==> config.mk <==
export PLATFORM = sky130hd
export DESIGN_NAME = vmrp_resp
export DESIGN_NICKNAME = d
export VERILOG_FILES = /design/src/vmrp_pkg.sv /design/src/vmrp_resp.sv
export SDC_FILE = /design/constraint.sdc
export NUM_CORES = 1
export LEC_CHECK = 0
export BUFFER_PORTS_ARGS = -buffer_cell sky130_fd_sc_hd__buf_4
export CAP_MARGIN = 25
export CORE_AREA = 2 2 82 84
export CTS_CLUSTER_SIZE = 14
export DETAILED_ROUTE_END_ITERATION = 10
export DIE_AREA = 0 0 84 86
export PLACE_DENSITY = 0.56
export SYNTH_ARGS = -nofsm -noshare
export SYNTH_HDL_FRONTEND = slang
export SYNTH_SLANG_ARGS = --single-unit
==> constraint.sdc <==
create_clock -name clock -period 2 [get_ports clock]
set_clock_uncertainty 0.2 [all_clocks]
set_input_delay 0.6 -clock clock [delete_from_list [all_inputs] [get_ports clock]]
set_output_delay 0.6 -clock clock [all_outputs]
set_load 0.02 [all_outputs]
==> src/vmrp_pkg.sv <==
// Shared types and constants for the video memory register port.
// Register offsets, read kinds and the stage record passed between modules.
// No dependencies.
package vmrp_pkg;

   // default memory sizes in bytes
   localparam int VIDEO_BYTES_DEF   = 65536;
   localparam int PALETTE_BYTES_DEF = 512;
   localparam int OBJECT_BYTES_DEF  = 544;

   // span of the 16-bit video address counter
   localparam int VID_SPAN = 65536;

   localparam int LAYER_COUNT  = 11;
   localparam int SCROLL_COUNT = 4;

   // bus operation codes
   localparam logic OP_READ  = 1'b0;
   localparam logic OP_WRITE = 1'b1;

   // register offsets within the window
   localparam logic [5:0] REG_DISPLAY      = 6'h00;
   localparam logic [5:0] REG_OBJ_SIZE     = 6'h01;
   localparam logic [5:0] REG_OAM_ADDR_LO  = 6'h02;
   localparam logic [5:0] REG_OAM_ADDR_HI  = 6'h03;
   localparam logic [5:0] REG_OAM_DATA     = 6'h04;
   localparam logic [5:0] REG_BG_MODE      = 6'h05;
   localparam logic [5:0] REG_MOSAIC       = 6'h06;
   localparam logic [5:0] REG_BG1_MAP      = 6'h07;
   localparam logic [5:0] REG_BG2_MAP      = 6'h08;
   localparam logic [5:0] REG_BG3_MAP      = 6'h09;
   localparam logic [5:0] REG_BG4_MAP      = 6'h0A;
   localparam logic [5:0] REG_BG12_CHR     = 6'h0B;
   localparam logic [5:0] REG_BG34_CHR     = 6'h0C;
   localparam logic [5:0] REG_HSCROLL1     = 6'h0D;
   localparam logic [5:0] REG_HSCROLL2     = 6'h0E;
   localparam logic [5:0] REG_HSCROLL3     = 6'h0F;
   localparam logic [5:0] REG_HSCROLL4     = 6'h10;
   localparam logic [5:0] REG_VSCROLL1     = 6'h11;
   localparam logic [5:0] REG_VSCROLL2     = 6'h12;
   localparam logic [5:0] REG_VSCROLL3     = 6'h13;
   localparam logic [5:0] REG_VSCROLL4     = 6'h14;
   localparam logic [5:0] REG_VRAM_INC     = 6'h15;
   localparam logic [5:0] REG_VRAM_ADDR_LO = 6'h16;
   localparam logic [5:0] REG_VRAM_ADDR_HI = 6'h17;
   localparam logic [5:0] REG_VRAM_DATA_LO = 6'h18;
   localparam logic [5:0] REG_VRAM_DATA_HI = 6'h19;
   localparam logic [5:0] REG_CG_ADDR      = 6'h21;
   localparam logic [5:0] REG_CG_DATA      = 6'h22;
   localparam logic [5:0] REG_MAIN_SCREEN  = 6'h2C;
   localparam logic [5:0] REG_OAM_READ     = 6'h38;
   localparam logic [5:0] REG_VRAM_READ_LO = 6'h39;
   localparam logic [5:0] REG_VRAM_READ_HI = 6'h3A;
   localparam logic [5:0] REG_CG_READ      = 6'h3B;
   localparam logic [5:0] REG_STATUS0      = 6'h3C;
   localparam logic [5:0] REG_STATUS1      = 6'h3D;
   localparam logic [5:0] REG_STATUS2      = 6'h3E;
   localparam logic [5:0] REG_STATUS3      = 6'h3F;

   // what the response stage returns for an item
   typedef enum logic [2:0] {
      RD_NONE     = 3'd0,
      RD_OBJECT   = 3'd1,
      RD_VIDEO_LO = 3'd2,
      RD_VIDEO_HI = 3'd3,
      RD_PALETTE  = 3'd4,
      RD_STATUS   = 3'd5
   } read_kind_type;

   typedef struct packed {
      read_kind_type kind;
      logic          vblank;
      logic          hblank;
   } stage_type;

   // handshake status of the response stage
   typedef struct packed {
      logic s1_valid;
      logic s1_advance;
   } flow_type;

endpackage

==> src/vmrp_resp.sv <==
// Response stage: prefetch buffers, read data select and the output register.
// Uses vmrp_pkg.
module vmrp_resp (
   input  logic                clock,
   input  logic                reset,
   input  logic                accept,
   input  vmrp_pkg::stage_type stage,
   input  logic [7:0]          video_rd_lo,
   input  logic [7:0]          video_rd_hi,
   input  logic [7:0]          palette_rd,
   input  logic [7:0]          object_rd,
   input  logic                rsp_stall,
   output vmrp_pkg::flow_type  flow,
   output logic                rsp_valid,
   output logic [7:0]          rsp_read_data
);

   logic        s1_valid_ff, s1_valid_in;
   logic [15:0] video_prefetch_ff, video_prefetch_in;
   logic [7:0]  palette_prefetch_ff, palette_prefetch_in;
   logic        rsp_valid_ff, rsp_valid_in;
   logic [7:0]  rsp_read_data_ff, rsp_read_data_in;
   logic        s1_advance;
   logic [7:0]  result;

   assign s1_advance = s1_valid_ff && (!rsp_valid_ff || !rsp_stall);

   always_comb begin
      case (stage.kind)
         vmrp_pkg::RD_OBJECT:   result = object_rd;
         vmrp_pkg::RD_VIDEO_LO: result = video_prefetch_ff[7:0];
         vmrp_pkg::RD_VIDEO_HI: result = video_prefetch_ff[15:8];
         vmrp_pkg::RD_PALETTE:  result = palette_prefetch_ff;
         vmrp_pkg::RD_STATUS:   result = {stage.vblank, stage.hblank, 6'd0};
         default:               result = 8'd0;
      endcase
   end

   always_comb begin
      s1_valid_in         = accept ? 1'b1 : (s1_advance ? 1'b0 : s1_valid_ff);
      video_prefetch_in   = video_prefetch_ff;
      palette_prefetch_in = palette_prefetch_ff;
      rsp_valid_in        = rsp_valid_ff && rsp_stall;
      rsp_read_data_in    = rsp_read_data_ff;
      if (s1_advance) begin
         rsp_valid_in     = 1'b1;
         rsp_read_data_in = result;
         if (stage.kind == vmrp_pkg::RD_VIDEO_LO || stage.kind == vmrp_pkg::RD_VIDEO_HI) begin
            video_prefetch_in = {video_rd_hi, video_rd_lo};
         end
         if (stage.kind == vmrp_pkg::RD_PALETTE) begin
            palette_prefetch_in = palette_rd;
         end
      end
   end

   always_ff @(posedge clock) begin
      if (reset) begin
         s1_valid_ff         <= 1'b0;
         video_prefetch_ff   <= '0;
         palette_prefetch_ff <= '0;
         rsp_valid_ff        <= 1'b0;
      end else begin
         s1_valid_ff         <= s1_valid_in;
         video_prefetch_ff   <= video_prefetch_in;
         palette_prefetch_ff <= palette_prefetch_in;
         rsp_valid_ff        <= rsp_valid_in;
      end
   end

   always_ff @(posedge clock) begin
      rsp_read_data_ff <= rsp_read_data_in;
   end

   assign flow.s1_valid   = s1_valid_ff;
   assign flow.s1_advance = s1_advance;
   assign rsp_valid       = rsp_valid_ff;
   assign rsp_read_data   = rsp_read_data_ff;

`ifndef ASSERT_OFF
   // an item leaving the stage always lands in the output register
   a_adv_lands: assert property (@(posedge clock) disable iff (reset)
      s1_advance |=> rsp_valid_ff)
      else $error("advanced item not presented");

   // items with no read behavior return zero
   a_none_zero: assert property (@(posedge clock) disable iff (reset)
      s1_advance && stage.kind == vmrp_pkg::RD_NONE |=> rsp_read_data_ff == 8'd0)
      else $error("nonzero data for item without read behavior");
`endif

endmodule

**Yosys cells after proc, flatten, opt, wreduce, memory -nomap -nowiden**

Cells that the tools add are included.

- Input bits: 41
- Flip-flop bits (word level): 34
- Word-level logic and storage cells: 23

- Muxes and demuxes: 4
- Reduce and logical (&&, ||, !) cells: 9
- Eq/ne operators: 5

Operators by type and width:

| kind | count |
|---|---|
| $pmux 8 s5 | 1 |
| $eq 3x2->1 const B | 2 |
| $eq 3x3->1 const B | 2 |
| $reduce_and 2->1 | 2 |
| $eq 3x1->1 const B | 1 |
| $mux 1 | 3 |
| $logic_and 1x1->1 | 2 |
| $logic_not 1->1 | 2 |
| $logic_or 1x1->1 | 2 |
| $reduce_bool 2->1 | 1 |

**Longest topological paths before layout**

- Depth in word-level cells: 5
- Mapped depth: 8
- Mapped depth without buffers: 5

**Worst setup path before layout**

No wires, ideal clock.

- Path kind: input -> register
- Start point: input port stage[4] (netlist name)
- End point: register rsp_read_data_ff[6] (netlist: rsp_read_data[6]) (data pin)
- Cell stages on the path: 7
- Arrival: 1641 ps
- Setup time: 261 ps
- Path buffers: 2
- Path slack: -101 ps
- Path through: buf_6 > inv_1 > ha_1 > clkbuf_1 > nand2b_1 > a21oi_1 > a221o_1

- Cells in the longest elaborated chain, start to end: 2
- Elaborated cells between the ends (all ways): 6
- Those cells by class: eq/ne: 5; mux: 1

RTL lines:

| element | RTL line | text |
|---|---|---|
| from (decl) | vmrp_resp.sv:7 | `input vmrp_pkg::stage_type stage,` |
| $eq 3x3->1 (tied with other cells) | vmrp_resp.sv:29 | `case (stage.kind)` |
| $pmux 8 s5 * | vmrp_resp.sv:29 |  |
| net result[6] | vmrp_resp.sv:24 | `logic [7:0] result;` |
| to (signal assigned) | vmrp_resp.sv:72 | `rsp_read_data_ff <= rsp_read_data_in;` |
| to (decl) | vmrp_resp.sv:22 | `logic [7:0] rsp_read_data_ff, rsp_read_data_in;` |

Mark *: on every way through the listed nets, which the timed path passes. The rest lies on a longest branch.
A chain may end at the register's enable or synchronous reset.

==> qor_table.md <==
| Parameter | This run | Unit |
|---|---|---|
| HP Class | flop to flop | - |
| CP max-delay cell | sky130_fd_sc_hd__a21bo_2 | - |
| Post CTS Setup Buffer Count | 0 | - |
| Proportion of synthesized chip area in sequential cells | 47.9 | % |
| Post-synthesis area per instance | 8.91 | um2 |
| M1 GR Usage | 16.2 | % |
| Number of primary I/O pins | 52 | - |
| Post-route cell area | 2150 | um2 |
| Required time of the critical path | 1.20 | ns |
| Worst setup EP type | output pin | - |
| Total Die Area | 7220 | um2 |
| RSZ-0062 raised after global routing | false | - |
| EDFF count, synth | 8 | - |
| Peak Freq | 517 | MHz |
| Post-Syn Area | 1590 | um2 |
| Max capacitance violation total | 0 | - |
| Setup total negative slack | 0 | ns |
| Flip-flop cell with the highest count after synthesis | sky130_fd_sc_hd__dfxtp_1 | - |
| Net switching power | 362 | uW |
| Core Box Area | 6280 | um2 |
| Slack of the worst reg-to-reg path | 0.58 | ns |
| Setup Viol. Count Final | 0 | - |
| Largest net degree at the start of global routing | 27 | - |
| Placer Congestion | 0.860 | - |
| Final worst path period need | 1.94 | ns |
| DR pass1 iterations | 4 | - |
| Antenna Violating Nets Remaining | 0 | - |
| Total wire length after detailed routing | 4310 | um |
| Total vias in the final route | 1454 | - |
| Ratio of total power to cell area | 718 | nW/um2 |
| Max incr delay on CP | 0.21 | ns |
| Grt peak-use layer | met2 | - |
| Final setup slack of the worst path | 0.0641 | ns |
| Worst R2R End | video_prefetch_ff[12] | - |
| Actual slew at the worst max-slew pin | 0.509 | ns |
| Worst Path Buf+Inv | 3 | - |
| Post-route fraction of the period consumed by the critical path | 96.8 | % |
| Cell internal pwr | 1180 | uW |
| Synth warn | 0 | - |
| Sink count of the clock tree | 34 | - |
| Antenna violations before repair | 0 | - |
| Synthesized-area fraction occupied by and/or/nand/nor cells | 15.1 | % |
| Residual DRC | 0 | - |
| Met2 global-route usage | 18.8 | % |
| Number of endpoints with negative hold slack in the final report | 0 | - |
| Portion of netlist area occupied by mux cells | 0 | % |
| CTS tree | built | - |
| Maximum fanout count along the critical path | 3 | - |
| Hold Buf Count CTS | 0 | - |
| Count of cell types in the netlist | 28 | - |
| Critical path destination | flow[0] | - |
| Switching power as a share of total power | 23.4 | % |
| Wire length of the first global-routing pass | 6940 | um |
| Final antenna diode count | 0 | - |
| Post-Synth Adder-Cell Area | 0.789 | % |
| Total Nets Final | 270 | - |
| Number of storage elements in the synthesis netlist | 34 | - |
| Worst r2r src | s1_valid_ff | - |
| Status | finished, final reports clean | - |
| Fill cell total of the finished layout | 668 | - |
| Die Span X | 84 | um |
| Reg clk slew, reported paths | 0.07 | ns |
| Synthesized Nets | 220 | - |
| Height of the die | 86 | um |
| Worst r2r path cells | 5 | - |
| CP startpoint | rsp_stall | - |
| Initial Util | 25.3 | % |
| Critical path, cell by cell | buf_4 -> a21bo_2 -> inv_4 -> buf_4 | - |
| Fraction of the mapped netlist area in compound gates | 28.0 | % |
| Clock latency of the later-clocked register in the worst-skew pair | 0.28 | ns |
| Part of the total power dissipated in sequential elements | 47.5 | % |
| Mean number of vias per cell | 4.75 | - |
| Post-Synthesis Cells | 178 | - |
| Worst hold slack | 0.281 | ns |
| Largest family of logic cells by synthesized area | compound AO/OA/AOI/OAI gates | - |
| Layout cells sized above 1 | 32.3 | % |
| Ys async rst share | 0 | % |
| Gates resized, CTS repair | 0 | - |
| Global route total overflow | 0 | - |
| Placed cell area | 2040 | um2 |
| Maximum vdd drop | 0.289 | mV |
| Final Slew Violations | 0 | - |
| Worst Setup Start Kind | input port | - |
| Number of rows created at floorplan | 29 | - |
| Category of the critical setup timing path | input port to output pin | - |
| Met3 global-route usage | 3.18 | % |
| Count of buffers inserted at the top-level ports | 51 | - |
| H-tree lvl count | 2 | - |
| Vias in the first global route | 1443 | - |
| Routed len/inst | 14.1 | um |
| Cell type with the highest occurrence count on the critical path | sky130_fd_sc_hd__buf_4 | - |
| Max-slew headroom at the worst pin | 66.0 | % |
| Leakage dissipation | 0.000799 | uW |
| Number of buffers created by CTS | 5 | - |
| All-Layer GR Usage | 12.2 | % |
| Data arrival time of the critical path | 1.14 | ns |
| Synthesis-to-finish area growth | 35.5 | % |
| Drt initial violations | 94 | - |
| Clock root buffer | sky130_fd_sc_hd__clkbuf_8 | - |
| Post-Synth XOR/XNOR Area | 0 | % |
| Number of gates on the worst path with buffers counted | 4 | - |
| CP delay by family, top | buffers and inverters | - |
| Placement-stage worst setup slack | -0.0319 | ns |
| Proportion of power drawn by the clock network | 37.8 | % |
| Half-perimeter wire length after detailed placement | 3280 | um |
| Share of total power in combinational logic | 14.7 | % |
| Buffers from clock root to sink, at most | 2 | - |
==> tightest hold or removal path, cell delays in order (launching register included) <==
cell,delay (ns)
sky130_fd_sc_hd__dfxtp_1,0.31
sky130_fd_sc_hd__o21ai_1,0.07
sky130_fd_sc_hd__a21oi_1,0.06
==> power groups by stage <==
| stage | registers [uW] | clock network (uW) | logic, uW |
|---|---|---|---|
| after detailed placement | 748 | 0 | 228 |
| final | 732 | 584 | 227 |
| after CTS | 733 | 594 | 228 |
| after global routing | 734 | 619 | 248 |
| after floorplan | 757 | 0 | 119 |
| after global placement | 747 | 0 | 225 |
==> Yosys cell counts, types with 6 or more instances <==
library cell                 n  area share [%]
sky130_fd_sc_hd__o21ai_1    12             3.8
sky130_fd_sc_hd__a21oi_1    27             8.5
sky130_fd_sc_hd__a22oi_1     6             2.8
sky130_fd_sc_hd__dfxtp_1    26              33
sky130_fd_sc_hd__nand2_1     6             1.4
sky130_fd_sc_hd__nand3_1    24             7.6
sky130_fd_sc_hd__a2bb2oi_1   6             3.3
sky130_fd_sc_hd__o22ai_1     6             2.4
sky130_fd_sc_hd__edfxtp_1    8              15
sky130_fd_sc_hd__o21ai_0    12             3.8
sky130_fd_sc_hd__clkbuf_1    8             1.9
==> worst min path at each step <==
| stage | start | to | slack, ns | cells past startpoint |
|---|---|---|---|---|
| floorplan | video_prefetch_ff[14] | video_prefetch_ff[14] | 0.25 | 2 |
| global placement | palette_prefetch_ff[5] | palette_prefetch_ff[5] | 0.27 | 2 |
| detailed placement | palette_prefetch_ff[5] | palette_prefetch_ff[5] | 0.27 | 2 |
| CTS | palette_prefetch_ff[5] | palette_prefetch_ff[5] | 0.28 | 2 |
| global route | video_prefetch_ff[9] | video_prefetch_ff[9] | 0.30 | 2 |
| finish | palette_prefetch_ff[5] | palette_prefetch_ff[5] | 0.28 | 2 |
==> per-layer routing <==
| layer | vias up | part of all wire (%) |
|---|---|---|
| met3 | 7 | 3.9 |
| li1 | 757 | - |
| met2 | 32 | 47 |
| met4 | 0 | 1.1 |
| met5 | - | 0 |
| met1 | 658 | 48 |
==> registers in the layout, summed over array words and instances, names as in the netlist <==
signal               flops
rsp_valid                1
rsp_read_data            8
video_prefetch_ff       16
palette_prefetch_ff      8
s1_valid_ff              1
==> layout by cell type, fill, tap and decap left out, drive strengths merged, types with 2 or more instances in the layout <==
| master | instances |
|---|---|
| buf | 62 |
| nor2b | 2 |
| nand3b | 4 |
| dfxtp | 26 |
| inv | 4 |
| a21oi | 27 |
| a221o | 2 |
| nor2 | 4 |
| a2bb2oi | 6 |
| a22o | 2 |
| o22ai | 6 |
| nand2 | 6 |
| nand2b | 2 |
| nand3 | 24 |
| a22oi | 6 |
| clkbuf | 8 |
| o21ai | 24 |
| edfxtp | 8 |
==> cell families (layout without fill, tap and decap cells) <==
kind of cell / Yosys count / after routing
compound gates: 75 / 75
simple gates: 45 / 45
flops: 34 / 34
buf+inv: 23 / 74
fa+ha+maj: 1 / 1
==> through the flow <==
stage,utilization [%],std cells,power (uW)
2_1_floorplan,-,178,877
3_3_place_gp,32.5,298,973
3_5_place_dp,32.5,298,975
4_1_cts,34.2,306,1560
5_1_grt,34.2,306,1600
6_report,34.2,306,1540
==> final cells by class <==
type | instances | area, um2 | area share (%)
flip-flops and latches | 34 | 761 | 35.4
multi-input cells | 121 | 699 | 32.5
repair buffers | 62 | 465 | 21.7
clock buffers | 8 | 110 | 5.12
well taps | 77 | 96.3 | 4.48
inverters | 4 | 17.5 | 0.815
Note: power is estimated with default switching activity, not from simulation.
